[src/hdl/almc_pkg.sv]
// ----------------------------------------------------------------------------
// almc_pkg: shared types and constants of the alert LED and motor controller
// Event and result payloads, command bytes, codes and register reset values.
// ----------------------------------------------------------------------------
package almc_pkg;

	// Event kinds
	typedef enum logic [1:0] {
		ACT_COMMAND = 2'd0,
		ACT_TICK    = 2'd1,
		ACT_EXPIRY  = 2'd2,
		ACT_NONE    = 2'd3
	} action_t;

	// Motor pattern codes
	typedef enum logic [1:0] {
		PAT_OFF     = 2'd0,
		PAT_WARNING = 2'd1,
		PAT_DANGER  = 2'd2,
		PAT_ALERT   = 2'd3
	} pattern_t;

	// Chosen color codes
	typedef enum logic [1:0] {
		COL_NONE   = 2'd0,
		COL_GREEN  = 2'd1,
		COL_ORANGE = 2'd2,
		COL_RED    = 2'd3
	} color_t;

	// Command bytes from the wireless link
	localparam logic [7:0] CMD_GREEN  = 8'h59;
	localparam logic [7:0] CMD_ORANGE = 8'h58;
	localparam logic [7:0] CMD_RED    = 8'h5A;
	localparam logic [7:0] CMD_ALERT  = 8'h40;
	localparam logic [7:0] CMD_STOP   = 8'h26;

	// Configuration register indexes
	localparam int CFG_IDX_W = 3;
	localparam int CFG_DATA_W = 16;
	localparam logic [CFG_IDX_W-1:0] REG_BLINK_PERIOD   = 3'd0;
	localparam logic [CFG_IDX_W-1:0] REG_ORANGE_CYCLE   = 3'd1;
	localparam logic [CFG_IDX_W-1:0] REG_ORANGE_SLOTS   = 3'd2;
	localparam logic [CFG_IDX_W-1:0] REG_WARN_TOGGLES   = 3'd3;
	localparam logic [CFG_IDX_W-1:0] REG_DANGER_PERIODS = 3'd4;
	localparam logic [CFG_IDX_W-1:0] REG_WARN_RELOAD    = 3'd5;
	localparam logic [CFG_IDX_W-1:0] REG_LONG_RELOAD    = 3'd6;
	localparam logic [CFG_IDX_W-1:0] REG_SHORT_RELOAD   = 3'd7;

	// Register reset values
	localparam logic [9:0]  RST_BLINK_PERIOD   = 10'd800;
	localparam logic [5:0]  RST_ORANGE_CYCLE   = 6'd20;
	localparam logic [5:0]  RST_ORANGE_SLOTS   = 6'd1;
	localparam logic [7:0]  RST_WARN_TOGGLES   = 8'd100;
	localparam logic [7:0]  RST_DANGER_PERIODS = 8'd2;
	localparam logic [15:0] RST_WARN_RELOAD    = 16'h0280;
	localparam logic [15:0] RST_LONG_RELOAD    = 16'hFFFF;
	localparam logic [15:0] RST_SHORT_RELOAD   = 16'h8000;
	localparam logic [15:0] RST_RELOAD_VALUE   = 16'd20000;

	// One event
	typedef struct packed {
		logic [1:0] action;
		logic [7:0] command_byte;
	} almc_evt_t;

	// One result
	typedef struct packed {
		logic        led_red;
		logic        led_green;
		logic        motor_drive;
		logic [15:0] timer_reload;
		logic [1:0]  motor_pattern;
	} almc_res_t;

endpackage

[src/hdl/alert_led_motor_controller_unit.sv]
// ----------------------------------------------------------------------------
// alert_led_motor_controller_unit: alert LED and vibration motor controller
// Applies command, LED tick and motor expiry events to the LED/motor state
// and reports the state after each event.
// ----------------------------------------------------------------------------
// Path: an accepted event is held in the event register, then its result is
// written to the result register, where it waits for its transfer.
// Throughput: one event per cycle while res_ready is high; the state update is a single short pass.
// Reset: arst_n clears the controller state and valid flags and loads the default register values;
// the timer reload value starts at 20000 and no result is pending.
module alert_led_motor_controller_unit (
	input  logic                                       clk,
	input  logic                                       arst_n,
	input  logic                                       evt_valid,
	output logic                                       evt_ready,
	input  almc_pkg::almc_evt_t                        evt,
	output logic                                       res_valid,
	input  logic                                       res_ready,
	output almc_pkg::almc_res_t                        res,
	input  logic                                       cfg_we,
	input  logic [almc_pkg::CFG_IDX_W-1:0]             cfg_index,
	input  logic [almc_pkg::CFG_DATA_W-1:0]            cfg_data
);

	// Configuration registers
	logic [9:0]  blink_period_q;
	logic [5:0]  orange_cycle_q;
	logic [5:0]  orange_slots_q;
	logic [7:0]  warn_toggles_q;
	logic [7:0]  danger_periods_q;
	logic [15:0] warn_reload_q;
	logic [15:0] long_reload_q;
	logic [15:0] short_reload_q;

	// Controller state
	almc_pkg::color_t   color_q, color_d;
	almc_pkg::pattern_t pattern_q, pattern_d;
	logic        alert_q, alert_d;
	logic        motor_q, motor_d;
	logic        red_q, red_d;
	logic        green_q, green_d;
	logic [15:0] reload_q, reload_d;
	logic [7:0]  pcount_q, pcount_d;
	logic [9:0]  blink_q, blink_d;
	logic [5:0]  phase_q, phase_d;

	// Event stage and result register
	logic                 evt_valid_s1;
	almc_pkg::almc_evt_t  evt_s1;
	logic                 res_valid_q;
	almc_pkg::almc_res_t  res_q;
	logic                 advance;

	// Tick helpers
	logic        mix;
	logic [6:0]  phase_inc;
	logic [10:0] blink_inc;

	// Move the event stage into the result register when there is room
	assign advance   = evt_valid_s1 && (!res_valid_q || res_ready);
	assign evt_ready = !evt_valid_s1 || advance;
	assign res_valid = res_valid_q;
	assign res       = res_q;

	// Write configuration registers
	always_ff @(posedge clk or negedge arst_n) begin
		if (!arst_n) begin
			blink_period_q   <= almc_pkg::RST_BLINK_PERIOD;
			orange_cycle_q   <= almc_pkg::RST_ORANGE_CYCLE;
			orange_slots_q   <= almc_pkg::RST_ORANGE_SLOTS;
			warn_toggles_q   <= almc_pkg::RST_WARN_TOGGLES;
			danger_periods_q <= almc_pkg::RST_DANGER_PERIODS;
			warn_reload_q    <= almc_pkg::RST_WARN_RELOAD;
			long_reload_q    <= almc_pkg::RST_LONG_RELOAD;
			short_reload_q   <= almc_pkg::RST_SHORT_RELOAD;
		end else if (cfg_we) begin
			case (cfg_index)
				almc_pkg::REG_BLINK_PERIOD:   blink_period_q   <= cfg_data[9:0];
				almc_pkg::REG_ORANGE_CYCLE:   orange_cycle_q   <= cfg_data[5:0];
				almc_pkg::REG_ORANGE_SLOTS:   orange_slots_q   <= cfg_data[5:0];
				almc_pkg::REG_WARN_TOGGLES:   warn_toggles_q   <= cfg_data[7:0];
				almc_pkg::REG_DANGER_PERIODS: danger_periods_q <= cfg_data[7:0];
				almc_pkg::REG_WARN_RELOAD:    warn_reload_q    <= cfg_data;
				almc_pkg::REG_LONG_RELOAD:    long_reload_q    <= cfg_data;
				almc_pkg::REG_SHORT_RELOAD:   short_reload_q   <= cfg_data;
				default: ;
			endcase
		end
	end

	// Capture an event on transfer
	always_ff @(posedge clk or negedge arst_n) begin
		if (!arst_n) begin
			evt_valid_s1 <= 1'b0;
		end else if (evt_ready) begin
			evt_valid_s1 <= evt_valid;
		end
	end

	always_ff @(posedge clk) begin
		if (evt_valid && evt_ready) begin
			evt_s1 <= evt;
		end
	end

	// Tick counters wrap past their register value
	assign mix       = phase_q < orange_slots_q;
	assign phase_inc = {1'b0, phase_q} + 7'd1;
	assign blink_inc = {1'b0, blink_q} + 11'd1;

	// Compute the state after the staged event
	always_comb begin
		color_d   = color_q;
		pattern_d = pattern_q;
		alert_d   = alert_q;
		motor_d   = motor_q;
		red_d     = red_q;
		green_d   = green_q;
		reload_d  = reload_q;
		pcount_d  = pcount_q;
		blink_d   = blink_q;
		phase_d   = phase_q;
		case (almc_pkg::action_t'(evt_s1.action))
			almc_pkg::ACT_COMMAND: begin
				case (evt_s1.command_byte)
					almc_pkg::CMD_GREEN: begin
						if (color_q != almc_pkg::COL_GREEN) begin
							color_d = almc_pkg::COL_GREEN;
							red_d   = 1'b0;
							green_d = 1'b1;
							if (!alert_q) begin
								motor_d   = 1'b0;
								pattern_d = almc_pkg::PAT_OFF;
							end
						end
					end
					almc_pkg::CMD_ORANGE: begin
						if (color_q != almc_pkg::COL_ORANGE) begin
							color_d = almc_pkg::COL_ORANGE;
							red_d   = 1'b1;
							green_d = 1'b0;
							if (!alert_q) begin
								motor_d   = 1'b1;
								pattern_d = almc_pkg::PAT_WARNING;
								reload_d  = warn_reload_q;
							end
						end
					end
					almc_pkg::CMD_RED: begin
						if (color_q != almc_pkg::COL_RED) begin
							color_d = almc_pkg::COL_RED;
							red_d   = 1'b1;
							green_d = 1'b0;
							if (!alert_q) begin
								motor_d   = 1'b1;
								pattern_d = almc_pkg::PAT_DANGER;
								reload_d  = long_reload_q;
							end
						end
					end
					almc_pkg::CMD_ALERT: begin
						if (!alert_q) begin
							motor_d   = 1'b1;
							pattern_d = almc_pkg::PAT_ALERT;
							reload_d  = long_reload_q;
							alert_d   = 1'b1;
						end
					end
					almc_pkg::CMD_STOP: begin
						if (alert_q) begin
							motor_d   = 1'b0;
							pattern_d = almc_pkg::PAT_OFF;
							reload_d  = '0;
							alert_d   = 1'b0;
						end
					end
					default: ;
				endcase
			end
			almc_pkg::ACT_TICK: begin
				if (alert_q) begin
					// Blink the chosen color, keep orange mixing between toggles
					if (blink_q == blink_period_q) begin
						if (color_q == almc_pkg::COL_GREEN) begin
							green_d = !green_q;
						end else if (color_q == almc_pkg::COL_ORANGE ||
							color_q == almc_pkg::COL_RED) begin
							red_d = !red_q;
						end
					end else if (color_q == almc_pkg::COL_ORANGE) begin
						green_d = mix && red_q;
					end
				end else begin
					// Hold the chosen color
					case (color_q)
						almc_pkg::COL_GREEN: green_d = 1'b1;
						almc_pkg::COL_ORANGE: begin
							red_d   = 1'b1;
							green_d = mix;
						end
						almc_pkg::COL_RED: red_d = 1'b1;
						default: ;
					endcase
				end
				phase_d = (phase_inc > {1'b0, orange_cycle_q}) ? 6'd0 : phase_inc[5:0];
				blink_d = (blink_inc > {1'b0, blink_period_q}) ? 10'd0 : blink_inc[9:0];
			end
			almc_pkg::ACT_EXPIRY: begin
				case (pattern_q)
					almc_pkg::PAT_WARNING: begin
						if (pcount_q >= warn_toggles_q) begin
							motor_d   = 1'b0;
							pattern_d = almc_pkg::PAT_OFF;
							reload_d  = '0;
							pcount_d  = 8'd1;
						end else begin
							motor_d  = !motor_q;
							pcount_d = pcount_q + 8'd1;
						end
					end
					almc_pkg::PAT_DANGER: begin
						if (pcount_q >= danger_periods_q) begin
							motor_d   = 1'b0;
							pattern_d = almc_pkg::PAT_OFF;
							reload_d  = '0;
							pcount_d  = 8'd1;
						end else begin
							pcount_d = pcount_q + 8'd1;
						end
					end
					almc_pkg::PAT_ALERT: begin
						// Alternate long motor-on and short motor-off periods
						if (reload_q == long_reload_q) begin
							motor_d  = 1'b0;
							reload_d = short_reload_q;
						end else begin
							motor_d  = 1'b1;
							reload_d = long_reload_q;
						end
					end
					default: ;
				endcase
			end
			default: ;
		endcase
	end

	// Advance state on each event leaving the stage
	always_ff @(posedge clk or negedge arst_n) begin
		if (!arst_n) begin
			color_q   <= almc_pkg::COL_NONE;
			pattern_q <= almc_pkg::PAT_OFF;
			alert_q   <= 1'b0;
			motor_q   <= 1'b0;
			red_q     <= 1'b0;
			green_q   <= 1'b0;
			reload_q  <= almc_pkg::RST_RELOAD_VALUE;
			pcount_q  <= '0;
			blink_q   <= '0;
			phase_q   <= '0;
		end else if (advance) begin
			color_q   <= color_d;
			pattern_q <= pattern_d;
			alert_q   <= alert_d;
			motor_q   <= motor_d;
			red_q     <= red_d;
			green_q   <= green_d;
			reload_q  <= reload_d;
			pcount_q  <= pcount_d;
			blink_q   <= blink_d;
			phase_q   <= phase_d;
		end
	end

	// Hold the result until its transfer
	always_ff @(posedge clk or negedge arst_n) begin
		if (!arst_n) begin
			res_valid_q <= 1'b0;
		end else if (advance) begin
			res_valid_q <= 1'b1;
		end else if (res_ready) begin
			res_valid_q <= 1'b0;
		end
	end

	always_ff @(posedge clk) begin
		if (advance) begin
			res_q.led_red       <= red_d;
			res_q.led_green     <= green_d;
			res_q.motor_drive   <= motor_d;
			res_q.timer_reload  <= reload_d;
			res_q.motor_pattern <= pattern_d;
		end
	end

	// Motor is never driven with the pattern off
	a_off_no_motor: assert property (@(posedge clk) disable iff (!arst_n)
		pattern_q == almc_pkg::PAT_OFF |-> !motor_q)
		else $error("motor driven with pattern off");

	// Alert flag and alert pattern go together
	a_alert_pattern: assert property (@(posedge clk) disable iff (!arst_n)
		alert_q == (pattern_q == almc_pkg::PAT_ALERT))
		else $error("alert flag and pattern disagree");

	// A full event stage only takes a new event when it drains
	a_no_overwrite: assert property (@(posedge clk) disable iff (!arst_n)
		evt_valid && evt_ready && evt_valid_s1 |-> advance)
		else $error("event stage overwritten");

	// A staged event always produces a pending result next cycle
	a_result_follows: assert property (@(posedge clk) disable iff (!arst_n)
		advance |=> res_valid_q)
		else $error("result lost after advance");

endmodule
[config.mk]
export PLATFORM = sky130hd
export DESIGN_NAME = alert_led_motor_controller_unit
export DESIGN_NICKNAME = d
export VERILOG_FILES = /design/src/hdl/almc_pkg.sv /design/src/hdl/alert_led_motor_controller_unit.sv
export SDC_FILE = /design/constraint.sdc
export NUM_CORES = 1
export LEC_CHECK = 0
export ABC_AREA = 1
export ABC_CLOCK_PERIOD_IN_PS = 3300
export BUFFER_PORTS_ARGS = -buffer_cell sky130_fd_sc_hd__buf_4
export CORE_ASPECT_RATIO = 0.9
export CORE_UTILIZATION = 32
export DETAILED_ROUTE_END_ITERATION = 10
export GPL_TIMING_DRIVEN = 0
export PLACE_DENSITY = 0.57
export SETUP_SLACK_MARGIN = 0.4
export SYNTH_ARGS = -nofsm -noshare
export SYNTH_HDL_FRONTEND = slang
export SYNTH_SLANG_ARGS = --single-unit
[constraint.sdc]
create_clock -name clk -period 3.3 [get_ports clk]
set_clock_uncertainty 0.2 [all_clocks]
set_input_delay 0.165 -clock clk [delete_from_list [all_inputs] [get_ports clk]]
set_output_delay 0.165 -clock clk [all_outputs]
set_load 0.01 [all_outputs]
== Yosys cells after proc, flatten, opt, wreduce, memory -nomap -nowiden ==
Index checks and enable logic that the tools add are counted.

* Word-level logic and storage cells: 161
* Output and inout port bits: 23
* Input bits: 34
* Flip-flop bits (word level): 167

* Muxes and demuxes: 68
* Eq/ne operators: 28
* $lt $le $gt $ge: 5
* Add/sub/neg operators: 3
* Reductions and logical operators: 30

{| class="wikitable"
|+ Operator list
! operator !! count
|-
| $mux W16 || 8
|-
| $pmux W16 S4 || 1
|-
| $pmux W16 S3 || 1
|-
| $eq A8 B7 Y1 const B || 4
|-
| $pmux W16 S2 || 1
|-
| $mux W1 || 26
|-
| $mux W2 || 13
|-
| $reduce_and A2 Y1 || 9
|-
| $eq A16 B16 Y1 || 1
|-
| $ge A8 B8 Y1 || 2
|-
| $mux W8 || 2
|-
| $pmux W8 S2 || 1
|-
| $eq A3 B3 Y1 const B || 4
|-
| $add A10 B1 Y11 const B || 1
|-
| $gt A11 B10 Y1 || 1
|-
| $eq A10 B10 Y1 || 1
|-
| $eq A2 B2 Y1 const B || 5
|-
| $mux W10 || 1
|-
| $ne A2 B2 Y1 const B || 5
|-
| $pmux W1 S2 || 5
|-
| $pmux W2 S5 || 1
|-
| $pmux W1 S3 || 3
|-
| $add A8 B1 Y8 const B || 1
|-
| $eq A8 B6 Y1 const B || 1
|-
| other kinds (21) || 36
|}

== Longest topological paths before layout ==
* Depth after elaboration: 7
* Depth in mapped cells: 17
* Depth with buffers taken out: 17

== Least setup slack after synthesis ==
OpenSTA, ideal clock, no wires.

* Kind: register to register
* Start: register blink_q[2]
* End: register blink_q[3]
* Stages on the path, launching flop included: 17
* Required time: 3.017 ns
* Path buffers: 0
* Period minus slack after synthesis: 2.805 ns
* Arrival: 2.523 ns
* Setup time: 0.083 ns
* Path slack: 0.495 ns
* Path through: dfrtp_1 inv_1 nor4_1 nand3_1 nor2_1 xor2_1 inv_1 ha_1 nand2_1 inv_1 a221oi_1 o21ai_0 nand2_1 nand2_1 nor2_1 nand2_1 o21ai_0

* Word-level cells in the longest chain between the ends: 3

{| class="wikitable"
|+ Ends and longest elaborated chain
! what !! line !! source
|-
| start: declaration || alert_led_motor_controller_unit.sv:44 || <nowiki>logic [9:0] blink_q, blink_d;</nowiki>
|-
| start signal: assignment || alert_led_motor_controller_unit.sv:270 || <nowiki>blink_q <= blink_d;</nowiki>
|-
| $add A10 B1 Y11 (*) || alert_led_motor_controller_unit.sv:109 || <nowiki>assign blink_inc = {1'b0, blink_q} + 11'd1;</nowiki>
|-
| $gt A11 B10 Y1 || alert_led_motor_controller_unit.sv:206 || <nowiki>blink_d = (blink_inc > {1'b0, blink_period_q}) ? 10'd0 : blink_inc[9:0];</nowiki>
|-
| $mux W10 (*) || alert_led_motor_controller_unit.sv:206 ||
|}

Every way passes the cells marked *; elsewhere a longest branch is shown, timed or not.
A chain may end at the register's enable or synchronous reset.

== Worst setup path in the final report ==
* Start: register blink_q[2]
* End: register blink_q[2]

The elaborated chain is that of the path after synthesis.

==> out/metrics.cfg <==
[synthesis]
synthSimpleGateAreaFrac_pct = 29.2
synth.cell_area_um2 = 9950
syn_nets = 1420
seq_area_frac_synth_pct = 44.0
synthCells = 1337
synth_compound_area_share_pct = 9.87
yosysWarnings = 0
ys_ff_latch = 167
synth_flop_cell = dfrtp_1
synthArstFlopShare_pct = 81.4
synth.mux.area_fraction_pct = 0
synth_area_per_cell_um2 = 7.44
ys_types = 44
synth_top_family_by_area = simple AND/OR/NAND/NOR gates
synth_edf_count = 31
synth_xor_xnor_area_share_pct = 1.50
yosys.area_share.adder_pct = 6.16

[global_routing]
grt.total_usage_pct = 16.8
grt_overflow_total = 0
grt_pass1_wl_um = 42800
grt_max_degree = 90
antenna_found_initial = 0
first_global_vias = 8242

[sta]
setup_viol = 0
max_slew_margin_pct = 45.6
clock.fmax_mhz = 343
hold_violations = 0
tightest_slew_ps = 807
rsz0062_at_grt = yes
fin_tns_setup_ps = 0
fin_crit_sh_pct = 88.4
finalMaxSlewViolations = 0
fin_crit_ps = 2920

[clock_tree]
cts_buffers = 17
clk_pin_slew_ps = 90
cts_buffer_depth = 2
clkLatencyLatePin_ps = 450
h-tree-depth = 4
cts_root_buf = clkbuf_16
cts_tree = built
cts.sinks = 167

[drt]
ant_nets = 0
via_per_inst = 4.59
vias = 8670
post-route-drc-count = 0
dr.pass1.iters = 5
post_drt_wl_per_cell_um = 13.6
drt_iter0_markers = 620
routed_wl_um = 25700

[critical_path]
crit_required_ps = 3470
crit_type = flip-flop to flip-flop
reg2reg_depth = 16
cp-endpoint = blink_q[2]
startpoint_type = flip-flop
critPathMaxFanout = 8
endpoint_kind = flip-flop
rrSetupSlack_ps = 380
crit_start = blink_q[2]
crit_arrival_ps = 3090
worstReg2RegEnd = blink_q[2]
r2r_start = blink_q[2]

[floorplan]
die_w_um = 188
start_util_pct = 32.9
fp.dieH_um = 169
ioPinCount = 57
fp.coreArea_um2 = 30300
die_area_um2 = 31800
rows = 60

[pwr]
ir_drop_uv = 345
p_per_area_nw_per_um2 = 658
power_mw = 8.02
leakagePower_nw = 6.07

[layout]
final_common_cell = nand2_1
drive_gt1_share_pct = 15.4
area.growth.synth_to_final_pct = 22.4
finalNetCount = 1555
final_cell_mix = nand2_1, inv_1, o21ai_0
fillers = 3115
diodes = 0

[placement]
gp_congestion = 0.857
io_buffers = 56
hpwl_um = 19000

[status]
outcome = complete, no violations

[job]
cap_viol_max_count = 0

[worst_hold_path]
hp-class = input pin to asynchronous set/reset pin

metal layers:
metal / GRT usage (%) / vias up / share of wire [%]
met5: 0 / - / 0
met4: 3.61 / 0 / 1.0
met3: 3.06 / 19 / 4.1
met2: 27.0 / 143 / 45
met1: 23.6 / 4010 / 50
li1: - / 4498 / -
what timing repair did:
item                       in CTS  in global routing
setup endpoints to repair       9                 15
setup buffers                  14                 10
gates resized for setup        11                 22
hold endpoints to repair      192                  0
pin swaps                       5                 19
hold buffers                   35                  0
final cells by class:
class / instances / area (um2) / area share, %
timing repair buffer: 116 / 982 / 8.07
inverter: 193 / 727 / 5.97
buffer: 37 / 191 / 1.57
sequential: 167 / 4380 / 35.9
clock buffer: 18 / 429 / 3.52
tap: 403 / 504 / 4.14
multi-input combinational: 940 / 4780 / 39.2
clock inverter: 14 / 188 / 1.54
how the worst min path moves through the flow:
stage | depth (start not counted) | start | slack [ps] | end
after CTS | 6 | cfg_we | 2 | orange_slots_q[0]
final | 2 | arst_n | 0.7 | reload_q[12]
after detailed placement | 1 | arst_n | -70 | reload_q[12]
after floorplan | 0 | arst_n | -330 | alert_q
after global routing | 2 | arst_n | 40 | reload_q[12]
after global placement | 1 | evt[5] | 150 | evt_s1[5]
synth_stat cells, types with 2 or more instances:
library cell	count	share of area [%]
nand2_2	14	0.88
buf_6	4	0.45
dfstp_2	34	9.0
buf_2	3	0.15
o2111ai_1	2	0.18
ha_1	49	6.2
nor3_1	8	0.40
o21ai_1	4	0.20
inv_2	13	0.49
nor2_2	3	0.19
xor2_1	12	1.1
nand2_4	2	0.23
nand2_1	480	18
edfxtp_1	31	9.4
o21ai_0	121	6.1
inv_1	178	6.7
nand3b_1	2	0.15
o211ai_1	2	0.15
dfrtp_1	102	26
nor2_8	2	0.40
a21oi_1	46	2.3
xnor2_1	5	0.44
clkbuf_1	24	0.91
nand4_1	8	0.50
buf_4	5	0.38
a21o_1	2	0.15
nor2_4	6	0.68
nand3_2	3	0.30
nand3_1	89	4.5
nor2_1	69	2.6
per-stage QoR:
step                area (um2)  cells  hold slack, ps  setup slack [ps]  util, %
floorplan                 9950   1337            -331               495        -
global placement         10900   1796             146             -83.3     35.9
detailed placement       10900   1797           -69.9              -115     36.0
CTS                      12000   1878            2.19               438     39.7
global route             12200   1888            38.5               256     40.2
finish                   12200   1888           0.677               382     40.2
worst max-delay path: stages, from the launching register on:
cell and delay (ps):
dfrtp_1 400, inv_2 80, nor4_4 350, nand3_2 160, nor2_4 140, xor2_2 170
inv_1 60, ha_1 270, nand2_1 80, inv_2 50, a221oi_2 250, o21ai_1 100
nand2_1 100, nand2_2 80, nor2_4 200, nand2_1 90, o21ai_1 80
registers in the layout (all words and copies together), names as in the netlist, 2 cells and up:
name,flops
res,21
long_reload_q,16
reload_q,16
short_reload_q,16
warn_reload_q,16
blink_period_q,10
blink_q,10
evt_s1,10
danger_periods_q,8
pcount_q,8
warn_toggles_q,8
orange_cycle_q,6
orange_slots_q,6
phase_q,6
color_q,2
pattern_q,2
power breakdown:
part	switching, mW	internal, mW	total [mW]
logic	1.69	1.11	2.80
clock network	0.932	1.22	2.15
registers	0.401	2.67	3.07
total	3.02	4.99	8.02
logic make-up after synthesis:
group	after synthesis
XOR/XNOR	17
AO/OA/AOI/OAI	185
flip-flops	167
buffers and inverters	230
AND/OR/NAND/NOR	689
adder cells (fa/ha/maj)	49
No activity file was read; power rests on OpenSTA's default activity.
